[src/hw/rtl/chacha_pkg.sv]
// ----------------------------------------------------------------------------
// ChaCha stream cipher package
// Shared item types, register indexes, controller commands and helpers.
// ----------------------------------------------------------------------------
package chacha_pkg;

    localparam int unsigned CFG_IDX_W  = 3;
    localparam int unsigned CFG_DATA_W = 64;

    localparam logic [CFG_IDX_W-1:0] CFG_KEY_0  = 3'd0;
    localparam logic [CFG_IDX_W-1:0] CFG_KEY_1  = 3'd1;
    localparam logic [CFG_IDX_W-1:0] CFG_KEY_2  = 3'd2;
    localparam logic [CFG_IDX_W-1:0] CFG_KEY_3  = 3'd3;
    localparam logic [CFG_IDX_W-1:0] CFG_NONCE  = 3'd4;
    localparam logic [CFG_IDX_W-1:0] CFG_ROUNDS = 3'd5;

    localparam logic [4:0] ROUNDS_RESET = 5'd20;

    localparam logic [31:0] SIGMA_0 = 32'h6170_7865;
    localparam logic [31:0] SIGMA_1 = 32'h3320_646E;
    localparam logic [31:0] SIGMA_2 = 32'h7962_2D32;
    localparam logic [31:0] SIGMA_3 = 32'h6B20_6574;

    typedef logic [15:0][31:0] t_state_words;
    typedef logic [3:0][63:0]  t_key;

    typedef struct packed {
        logic [63:0] message_word;
        logic [3:0]  valid_bytes;
        logic        last_of_message;
    } t_in_item;

    typedef struct packed {
        logic [63:0] cipher_word;
        logic [3:0]  out_valid_bytes;
        logic        out_last;
    } t_out_item;

    // Commands from the controller to the datapath.
    typedef struct packed {
        logic capture;   // take the input request into the input register
        logic load;      // load the working state from constants, key, counter, nonce
        logic step;      // one half quarter-round on all four lanes
        logic half;      // second half (rotations 8 and 7)
        logic diag;      // diagonal round rather than column round
        logic finish;    // add input state, store keystream, bump counter
        logic emit;      // write the result register; advance the position, or clear it at message end
    } t_dp_cmd;

    // Status from the datapath to the controller.
    typedef struct packed {
        logic       pos_zero;
        logic [4:0] doubles;
    } t_dp_stat;

    function automatic logic [31:0] rotl32(input logic [31:0] v, input int unsigned s);
        return (v << s) | (v >> (32 - s));
    endfunction

    function automatic t_state_words build_init(input t_key key, input logic [63:0] nonce,
                                                input logic [63:0] cnt);
        t_state_words s;
        s[0] = SIGMA_0;
        s[1] = SIGMA_1;
        s[2] = SIGMA_2;
        s[3] = SIGMA_3;
        for (int i = 0; i < 4; i++) begin
            s[4 + 2 * i] = key[i][31:0];
            s[5 + 2 * i] = key[i][63:32];
        end
        s[12] = cnt[31:0];
        s[13] = cnt[63:32];
        s[14] = nonce[31:0];
        s[15] = nonce[63:32];
        return s;
    endfunction

endpackage

[src/hw/rtl/chacha_stream_cipher_top.sv]
// ----------------------------------------------------------------------------
// ChaCha stream cipher, 64-bit nonce and 64-bit block counter
//
//   channel  direction  handshake                  payload
//   input    in         i_in_valid / o_in_ready    i_in_item   (t_in_item)
//   output   out        o_out_valid / i_out_ready  o_out_item  (t_out_item)
//   config   in         i_cfg_we                   i_cfg_index, i_cfg_data
//
// A request at word position zero is captured, loads the working state, runs
// ceil(R / 2) double rounds for R rounds, finishes and is emitted; any other
// request is captured and emitted. The shared four-lane unit does half a
// quarter-round per cycle. One request is in work at a time; a finished
// result waits in the output register while the next request is accepted.
// Reset is synchronous and clears key, nonce, counter and position, rounds to 20.
// ----------------------------------------------------------------------------
module chacha_stream_cipher_top
    import chacha_pkg::*;
(
    input  logic                  i_clk,
    input  logic                  i_rst_n,
    input  logic                  i_cfg_we,
    input  logic [CFG_IDX_W-1:0]  i_cfg_index,
    input  logic [CFG_DATA_W-1:0] i_cfg_data,
    input  logic                  i_in_valid,
    output logic                  o_in_ready,
    input  t_in_item              i_in_item,
    output logic                  o_out_valid,
    input  logic                  i_out_ready,
    output t_out_item             o_out_item
);

    t_dp_cmd  cmd;
    t_dp_stat stat;

    chacha_ctrl u_ctrl (
        .i_clk       (i_clk),
        .i_rst_n     (i_rst_n),
        .i_in_valid  (i_in_valid),
        .o_in_ready  (o_in_ready),
        .i_out_ready (i_out_ready),
        .o_out_valid (o_out_valid),
        .i_stat      (stat),
        .o_cmd       (cmd)
    );

    chacha_dp u_dp (
        .i_clk       (i_clk),
        .i_rst_n     (i_rst_n),
        .i_cfg_we    (i_cfg_we),
        .i_cfg_index (i_cfg_index),
        .i_cfg_data  (i_cfg_data),
        .i_in_item   (i_in_item),
        .i_cmd       (cmd),
        .o_stat      (stat),
        .o_out_item  (o_out_item)
    );

    // A result is only written when the output register is free or being emptied.
    a_emit_room: assert property (@(posedge i_clk) disable iff (!i_rst_n)
        cmd.emit |-> (!o_out_valid || i_out_ready))
        else $error("result written over a waiting result");

    // After a request is accepted nothing more is taken until it is done.
    a_one_in_work: assert property (@(posedge i_clk) disable iff (!i_rst_n)
        (i_in_valid && o_in_ready) |=> !o_in_ready)
        else $error("second request accepted while one is in work");

    // The datapath is given at most one operation per cycle.
    a_cmd_exclusive: assert property (@(posedge i_clk) disable iff (!i_rst_n)
        $onehot0({cmd.capture, cmd.load, cmd.step, cmd.finish, cmd.emit}))
        else $error("conflicting datapath commands");

    // A new keystream block is only started at a 64-byte boundary.
    a_load_at_boundary: assert property (@(posedge i_clk) disable iff (!i_rst_n)
        cmd.load |-> stat.pos_zero)
        else $error("keystream block started mid-block");

endmodule

[src/hw/rtl/chacha_ctrl.sv]
// ----------------------------------------------------------------------------
// ChaCha controller
// Sequences request capture, block generation rounds and result emission.
// ----------------------------------------------------------------------------
module chacha_ctrl
    import chacha_pkg::*;
(
    input  logic     i_clk,
    input  logic     i_rst_n,
    input  logic     i_in_valid,
    output logic     o_in_ready,
    input  logic     i_out_ready,
    output logic     o_out_valid,
    input  t_dp_stat i_stat,
    output t_dp_cmd  o_cmd
);

    typedef enum logic [4:0] {
        S_IDLE  = 5'b00001,
        S_LOAD  = 5'b00010,
        S_ROUND = 5'b00100,
        S_FINAL = 5'b01000,
        S_EMIT  = 5'b10000
    } t_state;

    t_state     r_state, n_state;
    logic [5:0] r_step, n_step;
    logic       r_out_valid, n_out_valid;
    logic [6:0] steps;
    logic       last_step;
    logic       accept;
    logic       out_free;

    // Four half quarter-round steps per double round.
    assign steps     = {i_stat.doubles, 2'b00};
    assign last_step = ({1'b0, r_step} == (steps - 7'd1));
    assign accept    = i_in_valid && (r_state == S_IDLE);
    assign out_free  = !r_out_valid || i_out_ready;

    always_comb begin
        n_state     = r_state;
        n_step      = r_step;
        n_out_valid = r_out_valid && !i_out_ready;
        o_cmd       = '0;
        o_cmd.half  = r_step[0];
        o_cmd.diag  = r_step[1];
        unique case (r_state)
            S_IDLE: begin
                if (accept) begin
                    o_cmd.capture = 1'b1;
                    n_state       = i_stat.pos_zero ? S_LOAD : S_EMIT;
                end
            end
            S_LOAD: begin
                o_cmd.load = 1'b1;
                n_step     = '0;
                n_state    = (i_stat.doubles == '0) ? S_FINAL : S_ROUND;
            end
            S_ROUND: begin
                o_cmd.step = 1'b1;
                n_step     = r_step + 6'd1;
                if (last_step) begin
                    n_state = S_FINAL;
                end
            end
            S_FINAL: begin
                o_cmd.finish = 1'b1;
                n_state      = S_EMIT;
            end
            S_EMIT: begin
                if (out_free) begin
                    o_cmd.emit  = 1'b1;
                    n_out_valid = 1'b1;
                    n_state     = S_IDLE;
                end
            end
            default: begin
                n_state = S_IDLE;
            end
        endcase
    end

    always_ff @(posedge i_clk) begin
        if (!i_rst_n) begin
            r_state     <= S_IDLE;
            r_step      <= '0;
            r_out_valid <= 1'b0;
        end else begin
            r_state     <= n_state;
            r_step      <= n_step;
            r_out_valid <= n_out_valid;
        end
    end

    assign o_in_ready  = (r_state == S_IDLE);
    assign o_out_valid = r_out_valid;

endmodule

[src/hw/rtl/chacha_dp.sv]
// ----------------------------------------------------------------------------
// ChaCha datapath
// Configuration registers, working state with a four-lane quarter-round
// unit, keystream store, block counter, word position and result register.
// ----------------------------------------------------------------------------
module chacha_dp
    import chacha_pkg::*;
(
    input  logic                  i_clk,
    input  logic                  i_rst_n,
    input  logic                  i_cfg_we,
    input  logic [CFG_IDX_W-1:0]  i_cfg_index,
    input  logic [CFG_DATA_W-1:0] i_cfg_data,
    input  t_in_item              i_in_item,
    input  t_dp_cmd               i_cmd,
    output t_dp_stat              o_stat,
    output t_out_item             o_out_item
);

    t_key         r_key;
    logic [63:0]  r_nonce;
    logic [4:0]   r_rounds;
    logic [63:0]  r_cnt;
    logic [2:0]   r_pos;
    t_state_words r_w, n_w;
    logic [63:0]  r_ks [8];
    t_in_item     r_in;
    t_out_item    r_out;

    t_state_words init;
    logic [5:0]   rounds_p1;
    logic [63:0]  mask;

    assign init      = build_init(r_key, r_nonce, r_cnt);
    assign rounds_p1 = {1'b0, r_rounds} + 6'd1;

    // Configuration registers.
    always_ff @(posedge i_clk) begin
        if (!i_rst_n) begin
            r_key    <= '0;
            r_nonce  <= '0;
            r_rounds <= ROUNDS_RESET;
        end else if (i_cfg_we) begin
            unique case (i_cfg_index) inside
                CFG_KEY_0, CFG_KEY_1, CFG_KEY_2, CFG_KEY_3: begin
                    r_key[i_cfg_index[1:0]] <= i_cfg_data;
                end
                CFG_NONCE: begin
                    r_nonce <= i_cfg_data;
                end
                CFG_ROUNDS: begin
                    r_rounds <= i_cfg_data[4:0];
                end
                default: begin
                end
            endcase
        end
    end

    // Half a quarter-round on each of the four lanes. Lane j of a diagonal
    // round takes its b, c and d words rotated one, two and three places
    // along their rows.
    always_comb begin
        logic [3:0]  ia, ib, ic, id;
        logic [31:0] a1, b1, c1, d1, x, y;
        int          dg;
        n_w = r_w;
        dg  = i_cmd.diag ? 1 : 0;
        for (int j = 0; j < 4; j++) begin
            ia = 4'(j);
            ib = 4'(4 + ((j + dg) & 3));
            ic = 4'(8 + ((j + 2 * dg) & 3));
            id = 4'(12 + ((j + 3 * dg) & 3));
            a1 = r_w[ia] + r_w[ib];
            x  = r_w[id] ^ a1;
            d1 = i_cmd.half ? rotl32(x, 8) : rotl32(x, 16);
            c1 = r_w[ic] + d1;
            y  = r_w[ib] ^ c1;
            b1 = i_cmd.half ? rotl32(y, 7) : rotl32(y, 12);
            n_w[ia] = a1;
            n_w[ib] = b1;
            n_w[ic] = c1;
            n_w[id] = d1;
        end
    end

    always_ff @(posedge i_clk) begin
        if (i_cmd.load) begin
            r_w <= init;
        end else if (i_cmd.step) begin
            r_w <= n_w;
        end
    end

    always_ff @(posedge i_clk) begin
        if (i_cmd.finish) begin
            for (int i = 0; i < 8; i++) begin
                r_ks[i] <= {r_w[2 * i + 1] + init[2 * i + 1], r_w[2 * i] + init[2 * i]};
            end
        end
    end

    // The counter is used for the block before it is bumped; the end of a
    // message sends both counter and position back to zero.
    always_ff @(posedge i_clk) begin
        if (!i_rst_n) begin
            r_cnt <= '0;
            r_pos <= '0;
        end else if (i_cmd.emit) begin
            if (r_in.last_of_message) begin
                r_cnt <= '0;
                r_pos <= '0;
            end else begin
                r_pos <= r_pos + 3'd1;
            end
        end else if (i_cmd.finish) begin
            r_cnt <= r_cnt + 64'd1;
        end
    end

    always_comb begin
        for (int k = 0; k < 8; k++) begin
            mask[8 * k +: 8] = (r_in.valid_bytes > 4'(k)) ? 8'hFF : 8'h00;
        end
    end

    always_ff @(posedge i_clk) begin
        if (i_cmd.capture) begin
            r_in <= i_in_item;
        end
        if (i_cmd.emit) begin
            r_out.cipher_word     <= (r_in.message_word ^ r_ks[r_pos]) & mask;
            r_out.out_valid_bytes <= r_in.valid_bytes;
            r_out.out_last        <= r_in.last_of_message;
        end
    end

    assign o_stat.pos_zero = (r_pos == '0);
    assign o_stat.doubles  = rounds_p1[5:1];
    assign o_out_item      = r_out;

endmodule
[config.mk]
export PLATFORM = sky130hd
export DESIGN_NAME = chacha_stream_cipher_top
export DESIGN_NICKNAME = d
export VERILOG_FILES = /design/src/hw/rtl/chacha_pkg.sv /design/src/hw/rtl/chacha_stream_cipher_top.sv /design/src/hw/rtl/chacha_ctrl.sv /design/src/hw/rtl/chacha_dp.sv
export SDC_FILE = /design/constraint.sdc
export NUM_CORES = 2
export LEC_CHECK = 0
export BUFFER_PORTS_ARGS = -buffer_cell sky130_fd_sc_hd__buf_2
export CAP_MARGIN = 20
export CORE_MARGIN = 4
export CORE_UTILIZATION = 40
export CTS_CLUSTER_SIZE = 30
export DETAILED_ROUTE_END_ITERATION = 8
export GPL_TIMING_DRIVEN = 0
export PLACE_DENSITY = 0.53
export SYNTH_ARGS = -nofsm -noshare
export SYNTH_HDL_FRONTEND = slang
export SYNTH_HIERARCHICAL = 1
export SYNTH_SLANG_ARGS = --single-unit
[constraint.sdc]
create_clock -name i_clk -period 75 [get_ports i_clk]
set_clock_uncertainty 0.2 [all_clocks]
set_input_delay 0 -clock i_clk [delete_from_list [all_inputs] [get_ports i_clk]]
set_output_delay 0 -clock i_clk [all_outputs]
set_load 0.03 [all_outputs]
==> key figures <==
Global routing
  – Global route overflow: 0
  – First-pass GRT wire length: between 900000 and 1000000 um
  – Total track usage: 0.540
  – Largest net degree at the start of global routing: 82
  – Vias in the first global route: slightly above 90000
  – Antenna violations before repair: 130

Logic synthesis
  – Post-synth EDFFs: ~1000
  – Cell with the most instances after synthesis: nand2_1
  – Post-synth cell types: 107
  – Netlist Area Pre-Place: 105000 um^2
  – Main synth FF type: edfxtp_1
  – Avg Cell Area, Syn: 9.73 um^2
  – Synth top cells by count: nand2_1 (1444), edfxtp_1 (1034), nor2_1 (790), a21oi_1 (687), xnor2_1 (636)
  – Register area share after synthesis: 0.398
  – Synth Instances: about 11000
  – Synth top area cells: edfxtp_1 (30%), dfxtp_1 (10%), ha_1 (7.5%), xnor2_1 (5.3%), mux2i_1 (5.2%)
  – Flops & latches, synth: roughly 1600
  – Synthesized netlist net count: roughly 12000
  – Post-synth ARST share: 0
  – Area leader, netlist: edfxtp_1
  – Top-area cell type share of the netlist area: 0.296
  – YS warnings: 6

Hold path
  – Hold Startpoint: i_cfg_index[2]
  – Worst hold endpoint: u_dp/r_rounds[4]
  – Hold Path Depth: 5
  – Hold Path Class: input pin to register

Flow run
  – Max Cap Violations: 1

Clock network
  – H-tree depth: 4
  – TritonCTS buffer count: about 190
  – Post-CTS resize count: 0
  – CTS tree: built
  – Clock slew at reported path FFs: around 0.070 ns
  – Post-CTS Setup Inserts: 0
  – Max clock buf depth: 4
  – CTS Sinks: approximately 1600
  – Root Buffer: clkbuf_16
  – Worst-Skew Late Latency: 0.95 ns

Critical path
  – Worst reg2reg startpoint: u_ctrl/r_step[1]
  – RR Endpoint: u_dp/r_w[131]
  – Arrival time of the worst setup path: around 18 ns
  – R2R cell count: 32
  – Register-to-register path setup slack: approximately 58 ns
  – CP Class: register to register
  – Crit-path most repeated cell: a21oi_1
  – CP max stage cell: o31ai_1
  – Crit path required time: 75.34 ns
  – Crit Path Max Fanout: 10
  – Startpoint Class: register
  – Crit-path max cell delay: approximately 1.2 ns
  – CP Capture Type: register

Timing
  – RSZ-0062 raised after global routing: no
  – Slew Limit Fails: 0
  – Fmax: 0.0578 GHz
  – Slew @ Worst Pin: around 1.5 ns
  – Setup TNS: 0 ns
  – Final hold vios: 0
  – # setup viols final: 0
  – Min Tclk post-route: between 15 and 20 ns
  – Slew headroom: 0.0138
  – Period utilization: 0.231

Cells and area
  – Fin cells: ~16000
  – Final core occ: 0.482
  – Share of layout cells above drive strength 1: 0.127
  – Synthesis-to-finish area growth: 19.6%
  – Nets: 12630
  – Fillers: roughly 24000

Drt
  – 1st-pass router iterations: 8
  – Via count: ~110k
  – DRC: 0
  – Antenna Violating Nets Remaining: 0
  – Via/cell ratio: between 6 and 7
  – 1st-iter DRT viols: around 20000
  – Final WL: between 700000 and 800000 um
  – Wirelength per Cell: between 40 and 50 um

Power
  – Peak supply drop: ~0.000025 V
  – Power Total: 4920 uW
  – P per Cell Area: just under 40 nW/um^2
  – Leakage power: between 0.04 and 0.05 uW

Floorplanning
  – Std cell rows: ~190
  – Die ar.: approximately 270000 um^2
  – Die H: about 520 um
  – Die Span X: roughly 520 um
  – Ports: approximately 210
  – Starting Density: 0.403
  – Core Box Area: 260000 um^2

Placement
  – DP Cell Count: around 15000
  – Post-DP HPWL: about 630000 um
  – Gpl congestion: 1.31
  – Port bufs: ~210

Status
  – Failing checks: max-capacitance violations
  – Status: finished with violations
==> timing repair <==
item | in CTS | in global routing
hold endpoints to repair | 494 | 0
hold buffers | 283 | 0
endpoints found under the setup margin | 0 | 0
==> cell usage in the layout (no fill, tap or decap), types with 129 or more instances in the layout <==
master,synthesis,routed
clkbuf_16,0,200
ha_1,630,630
a21oi_1,687,683
o21ai_0,613,599
clkbuf_1,340,293
edfxtp_1,1034,1034
xor2_1,401,398
nand3_1,189,187
nand2_1,1444,1442
inv_1,296,295
mux2_2,248,248
nor2_1,790,789
mux2i_1,545,520
a21o_1,228,228
buf_2,17,267
mux4_2,129,129
diode_2,0,151
a21boi_0,360,360
xnor2_1,636,628
dlygate4sd3_1,0,281
dfxtp_1,535,535
==> where the power goes <==
part / switching, uW / internal [uW] / total, uW / leakage (uW)
combinational: 2200 / 697 / 2900 / 0.0313
sequential: 62.2 / 963 / 1020 / 0.0137
clock: 428 / 572 / 1000 / 0.00318
total: 2690 / 2230 / 4920 / 0.0482
==> logic make-up after synthesis <==
| kind of cell | after synthesis | share of synthesized area |
|---|---|---|
| multiplexers | 924 | 0.107 |
| buffers and inverters | 750 | 0.0271 |
| flip-flops | 1569 | 0.398 |
| AO/OA/AOI/OAI | 2736 | 0.170 |
| AND/OR/NAND/NOR | 3111 | 0.130 |
| adder cells (fa/ha/maj) | 650 | 0.0788 |
| XOR/XNOR | 1056 | 0.0905 |
==> metrics by stage <==
stage | hold WS (ns) | cell area (um^2) | worst slack, ns
2_1_floorplan | -0.101 | 105000 | 32.91
3_3_place_gp | -0.0239 | 110000 | 14.89
3_5_place_dp | -0.0219 | 115000 | 59.66
4_1_cts | 0.0520 | 125000 | 59.64
5_1_grt | 0.113 | 125000 | 59.05
6_report | 0.0632 | 126000 | 57.71
==> layout make-up <==
type	instances	area [um^2]	area share
Clock inverter	100	1090	0.00868
Buffer	452	1870	0.0149
Tap cell	3496	4370	0.0348
Timing Repair Buffer	850	8900	0.0709
Multi-Input combinational cell	8477	60700	0.483
Antenna cell	151	378	0.00301
Inverter	298	1130	0.00897
Clock buffer	255	5390	0.0429
Sequential cell	1569	41800	0.332
==> metal layers <==
layer / GRT usage / routed length, um / share of wire / up-vias
met2: 0.686 / 276000 / 0.36 / 10432
met4: 0.475 / 86500 / 0.11 / 68
met3: 0.308 / 125000 / 0.16 / 2725
met1: 0.634 / 272000 / 0.36 / 53082
met5: 0.0267 / 1730 / 0.0023 / -
li1: - / - / - / 41674
==> worst max path at each step <==
stage                            from             end  cells after the start
floorplan           u_ctrl/r_state[4]  u_dp/r_cnt[60]                     13
global placement    u_ctrl/r_state[4]  u_dp/r_cnt[63]                     14
detailed placement   u_ctrl/r_step[1]   u_dp/r_w[169]                     36
CTS                  u_ctrl/r_step[1]   u_dp/r_w[169]                     36
global route         u_ctrl/r_step[1]   u_dp/r_w[134]                     33
finish               u_ctrl/r_step[1]   u_dp/r_w[131]                     32
==> worst max-delay path: cells and delay by family, from the launching register on <==
| family | cells | cell delay (ns) |
|---|---|---|
| AOI/OAI and AO/OA | 16 | 7.87 |
| buffers and inverters | 8 | 4.33 |
| xor gates and xnor gates | 3 | 2.86 |
| adders and majority gates | 2 | 0.83 |
| DFF | 1 | 0.38 |
| and+or+nand+nor | 3 | 0.31 |
==> registers in the layout, indices dropped and copies added, names as in the netlist, named ones only <==
name and count:
u_dp/r_nonce 64, u_dp/init 256, u_dp/r_pos 3, u_dp/r_w 512, u_ctrl/r_step 6, u_ctrl/o_out_valid 1, u_dp/r_rounds 5, u_dp/r_ks 512
u_dp/r_in 69, u_dp/o_out_item 69, u_ctrl/r_state 5, u_dp/r_cnt 64
Note: power is estimated with default switching activity, not from simulation.
